==> src/text_console_renderer_core_macros.svh <==
// Assertion macros shared by the text console renderer RTL.
`ifndef TEXT_CONSOLE_RENDERER_CORE_MACROS_SVH
`define TEXT_CONSOLE_RENDERER_CORE_MACROS_SVH

// Check a property while out of reset.
`define TCR_ASSERT(lbl, prop, msg) \
    lbl: assert property (@(posedge i_clk) disable iff (!i_rst_n) prop) else $error(msg);

// Check a property at every edge, reset included.
`define TCR_ASSERT_ALWAYS(lbl, prop, msg) \
    lbl: assert property (@(posedge i_clk) prop) else $error(msg);

`endif

==> src/tcr_pkg.sv <==
// Shared types and constants of the text console renderer.
package tcr_pkg;

    localparam int BYTE_W    = 8;
    localparam int IDX_W     = 11;
    localparam int CELL_W    = 16;
    localparam int ROW_OUT_W = 5;
    localparam int COL_OUT_W = 7;

    typedef struct packed {
        logic [BYTE_W-1:0] escape_code;
        logic [BYTE_W-1:0] clear_code;
        logic [BYTE_W-1:0] color_code;
        logic [BYTE_W-1:0] set_row_code;
        logic [BYTE_W-1:0] set_col_code;
    } t_cfg;

    typedef struct packed {
        logic take;
        logic exec;
        logic load_out;
        logic cnt_zero;
        logic cnt_row;
        logic cnt_inc;
        logic stage_fill;
        logic stage_copy;
    } t_cmd;

    typedef struct packed {
        logic need_clear;
        logic need_scroll;
        logic cnt_last;
        logic copy_last;
        logic wr_busy;
    } t_stat;

endpackage

==> src/tcr_ctrl.sv <==
// Sequencer of the text console renderer: request flow, sweeps and result handshake.
module tcr_ctrl
    import tcr_pkg::*;
(
    input  logic  i_clk,
    input  logic  i_rst_n,
    input  logic  i_s_valid,
    output logic  o_s_ready,
    input  logic  i_m_ready,
    output logic  o_m_valid,
    output t_cmd  o_cmd,
    input  t_stat i_stat
);

    typedef enum logic [2:0] {
        S_INIT,
        S_IDLE,
        S_EXEC,
        S_CLEAR,
        S_COPY,
        S_FILL,
        S_RESULT
    } t_state;

    t_state r_state;
    logic   r_ovalid;
    logic   w_accept;
    logic   w_out_free;

    assign o_s_ready  = (r_state == S_IDLE) && !i_stat.wr_busy;
    assign w_accept   = i_s_valid && o_s_ready;
    assign w_out_free = !r_ovalid || i_m_ready;
    assign o_m_valid  = r_ovalid;

    always_comb begin
        o_cmd = '0;
        unique case (r_state)
            S_INIT, S_CLEAR, S_FILL: begin
                o_cmd.stage_fill = 1'b1;
                if (i_stat.cnt_last) begin
                    o_cmd.cnt_zero = 1'b1;
                end else begin
                    o_cmd.cnt_inc = 1'b1;
                end
            end
            S_COPY: begin
                o_cmd.stage_copy = 1'b1;
                if (i_stat.copy_last) begin
                    o_cmd.cnt_row = 1'b1;
                end else begin
                    o_cmd.cnt_inc = 1'b1;
                end
            end
            S_IDLE: begin
                o_cmd.take = w_accept;
            end
            S_EXEC: begin
                o_cmd.exec     = 1'b1;
                o_cmd.load_out = !i_stat.need_clear && !i_stat.need_scroll && w_out_free;
            end
            S_RESULT: begin
                o_cmd.load_out = w_out_free;
            end
            default: begin
                o_cmd = '0;
            end
        endcase
    end

    always_ff @(posedge i_clk) begin
        if (!i_rst_n) begin
            r_state  <= S_INIT;
            r_ovalid <= 1'b0;
        end else begin
            if (o_cmd.load_out) begin
                r_ovalid <= 1'b1;
            end else if (i_m_ready) begin
                r_ovalid <= 1'b0;
            end
            unique case (r_state)
                S_INIT: begin
                    if (i_stat.cnt_last) begin
                        r_state <= S_IDLE;
                    end
                end
                S_IDLE: begin
                    if (w_accept) begin
                        r_state <= S_EXEC;
                    end
                end
                S_EXEC: begin
                    priority if (i_stat.need_clear) begin
                        r_state <= S_CLEAR;
                    end else if (i_stat.need_scroll) begin
                        r_state <= S_COPY;
                    end else if (w_out_free) begin
                        r_state <= S_IDLE;
                    end else begin
                        r_state <= S_RESULT;
                    end
                end
                S_CLEAR, S_FILL: begin
                    if (i_stat.cnt_last) begin
                        r_state <= S_RESULT;
                    end
                end
                S_COPY: begin
                    if (i_stat.copy_last) begin
                        r_state <= S_FILL;
                    end
                end
                S_RESULT: begin
                    if (w_out_free) begin
                        r_state <= S_IDLE;
                    end
                end
                default: begin
                    r_state <= S_INIT;
                end
            endcase
        end
    end

endmodule

==> config.mk <==
export PLATFORM = sky130hd
export DESIGN_NAME = tcr_ctrl
export DESIGN_NICKNAME = d
export VERILOG_FILES = /design/src/text_console_renderer_core_macros.svh /design/src/tcr_pkg.sv /design/src/tcr_ctrl.sv
export SDC_FILE = /design/constraint.sdc
export NUM_CORES = 1
export LEC_CHECK = 0
export ABC_AREA = 1
export ABC_CLOCK_PERIOD_IN_PS = 3100
export BUFFER_PORTS_ARGS = -buffer_cell sky130_fd_sc_hd__buf_2
export CAP_MARGIN = 20
export CORE_AREA = 3 3 40 42
export DETAILED_ROUTE_END_ITERATION = 6
export DIE_AREA = 0 0 43 45
export SLEW_MARGIN = 0
export SYNTH_ARGS = -nofsm -noshare
export SYNTH_HDL_FRONTEND = slang
export SYNTH_SLANG_ARGS = --single-unit
==> constraint.sdc <==
create_clock -name i_clk -period 3.1 [get_ports i_clk]
set_clock_uncertainty 0.2 [all_clocks]
set_input_delay 0.155 -clock i_clk [delete_from_list [all_inputs] [get_ports i_clk]]
set_output_delay 0.155 -clock i_clk [all_outputs]
set_load 0.01 [all_outputs]
* Word-level counts from Yosys, hierarchy flattened *
Index checks and enable logic that the tools add are counted.

storage, ports and cells
  register bits = 4
  bits of input ports = 9
  output and inout port bits = 10
  word-level logic and storage cells = 50

cells by class
  equal/unequal tests = 11
  muxes and demuxes = 23
  reduce and logical (&&, ||, !) cells = 14

operator list
  kind                  count
  $mux W3               8
  $pmux W3 S6           1
  $mux W1               12
  $ne A2 B2 Y1 const B  5
  $eq A3 B3 Y1 const B  3
  $eq A3 B2 Y1 const B  2
  $reduce_and A5 Y1     1
  $logic_and A1 B1 Y1   4
  $logic_not A1 Y1      4
  $pmux W1 S2           2
  $eq A3 B1 Y1 const B  1
  $logic_not A3 Y1      1
  $reduce_or A3 Y1      1
  $reduce_bool A2 Y1    1
  $reduce_or A2 Y1      1
  $logic_or A1 B1 Y1    1

* Longest topological paths before layout *
  depth after elaboration = 6
  mapped depth = 9
  depth with buffers taken out = 9

* Worst setup path before layout *
Ideal clock, no wire load.

  kind = flip-flop to output port
  start = reg r_state[2]
  end = out o_cmd[5] (netlist bit)
  arrival time = 0.971 ns
  required time = 2.745 ns
  slack = 1.774 ns
  cell stages (with the launch flop) = 6
  buffers on the path = 0
  path through = dfxtp_1 > inv_1 > nand2_1 > nor2_2 > a21oi_1 > nor2_1

RTL lines
  item                    line            RTL
  from (decl)             tcr_ctrl.sv:25  t_state r_state;
  from (signal assigned)  tcr_ctrl.sv:72  r_state <= S_INIT;
  from (signal assigned)  tcr_ctrl.sv:83  r_state <= S_IDLE;
  from (signal assigned)  tcr_ctrl.sv:88  r_state <= S_EXEC;
  to (decl)               tcr_ctrl.sv:11  output t_cmd o_cmd,

==> impl_results.md <==
* Run status: completed
* DIE WIDTH at 43 µm
* Most common cell in the netlist: nand2_1
* Number of global-route vias before repair at between 400 and 500
* DRC violations left at 0
* Worst slew pin tran at 241 ps
* First-pass GRT wire length at around 1600 µm
* Antenna Nets Post-Route at 0
* Drt wl/cell at 9.40 µm
* Final wirelength at 987 µm
* Post-synth EDFFs at 0
* Register area at 80.1 µm²
* CTS tree: done
* Max clock buf depth at 2
* Top delay family on crit path: simple AND/OR/NAND/NOR gates
* Worst vdd ir at 422 µV
* Final setup viols at 0
* Pleak at 0.000313 µW
* Buf+Inv Stages, Crit Path at 3
* GR Overflow Total at 0
* Hpwl dp at 774 µm
* Initial antenna violation count at 0
* Die area at 0.00194 mm²
* Synth top cells by count: nand2_1 (18), nor2_1 (14), inv_1 (11), dfxtp_1 (4)
* Post-route minimum period at approximately 1700 ps
* Post-layout nets at 101
* Pin count of the biggest net entering global routing at 8
* Top Ports at 19
* Slew Limit Fails at 0
* Via count at 463
* H-tree depth at 1
* Vias per cell at between 4 and 5
* Clock latency on the worst-skew pair at 240 ps
* # fillers at 148
* I/O Buffers at 18
* Initial Util at 29.6%
* Netlist Area Pre-Place at roughly 380 µm²
* Fraction of registers with async set/reset at 0%
* Max transition margin at 83.9%
* Clock Tree Root: clkbuf_4
* Total track usage at 11.3%
* Multi-input logic area at 259 µm²
* Mean Syn Cell Area at between 5 and 6 µm²
* Critical Path, Cell by Cell: inv_1 > nand2_1 > nand2_1 > nand2_1 > nand2_1 > nand2_1 > inv_1 > buf_2
* Main synth FF type: dfxtp_1
* Max-cap viol count at 0
* Max incr delay on CP at 430 ps
* CP most frequent cell: nand2_1
* Hold Path Class: primary input to flip-flop
* # diodes at 0
* Syn Inst Count at between 60 and 70
* #FFs+latches synth at 4
* Area share of the largest cell type after synthesis at 21.1%
* Core box area at 0.00128 mm²
* Final Hold Fails at 0
* GP Congestion at just under 0.8
* CP max stage cell: dfxtp_1
* Sink Count at 4
* Die Ht at ~45 µm
* Std cell rows at 13
* Register area share after synthesis at roughly a fifth
* Drt pass-1 iters at 4
* Power Total at 459 µW
* Crit path max fanout at 6
* Drt first-iter violations at 8
* Area growth from synthesis to final layout at 37.2%
* Post_cts resized at 0
* Fin Setup TNS at 0 ps
* Cell Pwr Density at 880 mW/mm²
* Yosys cell types at 15
* Area contributors post-synth: dfxtp_1 (21%), nand2_1 (18%), nor2_1 (14%), inv_1 (11%), nand3_2 (7.9%)
* Fraction of layout cells with a size suffix above 1 at 32.2%
* Net Count, Synth at 77
* Critical path class: flip-flop to output pin
* RSZ-0062 raised after global routing: no
* Clock transition at path regs at roughly 40 ps
* Critical Path AT at 1340 ps
* Achievable frequency at between 0.5 and 0.6 GHz
* Startpoint types: flip-flop
* Final Cycle Share at a little over half
* CP Capture Type: output pin
* YS warnings at 0
* CP Data Required Time at around 2700 ps
* Yosys top cell by area: dfxtp_1
* Clock buffer count from CTS at 3
## final cells by class
| class | count | share of cell area (%) |
|---|---|---|
| well taps | 15 | 3.60 |
| flip-flops and latches | 4 | 15.3 |
| repair buffers | 19 | 19.2 |
| clock buffers | 3 | 4.32 |
| inverters | 11 | 7.91 |
| multi-input cells | 53 | 49.6 |
## where the power goes
part           internal, µW  switching [µW]  leakage (µW)
sequential             70.5            29.2     0.0000331
combinational           115             179      0.000266
clock                  43.3            21.4     0.0000138
## cells by family after synthesis
logic type / count (synthesis) / share of synthesized area [%]
and+or+nand+nor: 44 / 53.0
buffers and inverters: 11 / 10.9
AOI/OAI and AO/OA: 9 / 15.1
DFF: 4 / 21.1
## routing by layer
layer	vias up	global-route usage, %	wire, µm
li1	255	-	-
met4	0	9.04	4
met2	8	18.9	503
met1	198	12.6	436
met3	2	2.39	43
met5	-	0	0
## state kept, by name, summed over array words and instances (netlist names)
register / count
o_m_valid: 1
r_state: 3
## through the flow
stage / hold slack, ps / area, µm² / utilization, % / cells / worst slack (ps)
floorplan: 75.4 / 380 / - / 68 / 1770
global placement: 217 / 489 / 38.1 / 101 / 1660
detailed placement: 223 / 489 / 38.1 / 101 / 1670
CTS: 37.3 / 522 / 40.6 / 105 / 1420
global route: 79.4 / 522 / 40.6 / 105 / 1270
finish: 52.3 / 522 / 40.6 / 105 / 1410
## worst paths after layout
path | start | to | slack (ps) | depth (start not counted)
worst min-delay path | i_m_ready | o_m_valid$_SDFFE_PN0P_ | 50 | 4
worst min register to register | r_state[0]$_SDFFE_PN0P_ | r_state[0]$_SDFFE_PN0P_ | 390 | 2
worst max-delay path | r_state[1]$_SDFFE_PN0P_ | o_cmd[4] | 1410 | 8
worst max register to register | r_state[1]$_SDFFE_PN0P_ | r_state[1]$_SDFFE_PN0P_ | 1670 | 9
## layout by cell type, fill, tap and decap left out, types with 2 or more instances in the layout
cell type and count:
buf_2 18, clkbuf_4 3, dfxtp_1 4, inv_1 11, nand2_1 18, nand2_2 2, nand3_1 3, nand3_2 3
nor2_1 14, nor2_2 3, o21ai_1 2, o21bai_1 3
## worst reg2reg max path: stages (launching register included)
cell and delay (ps):
dfxtp_1 430, inv_1 60, nand2_1 70, nor2_1 50, o21ai_1 100, nand2_2 100
nor2_1 90, nand2_1 70, nor2_1 90, nor2_1 50
## timing repair
item	4_1_cts	5_1_grt
buffers inserted	0	0
hold buffers	1	0
hold endpoints to repair	4	0
(Power assumes the default switching activity.)
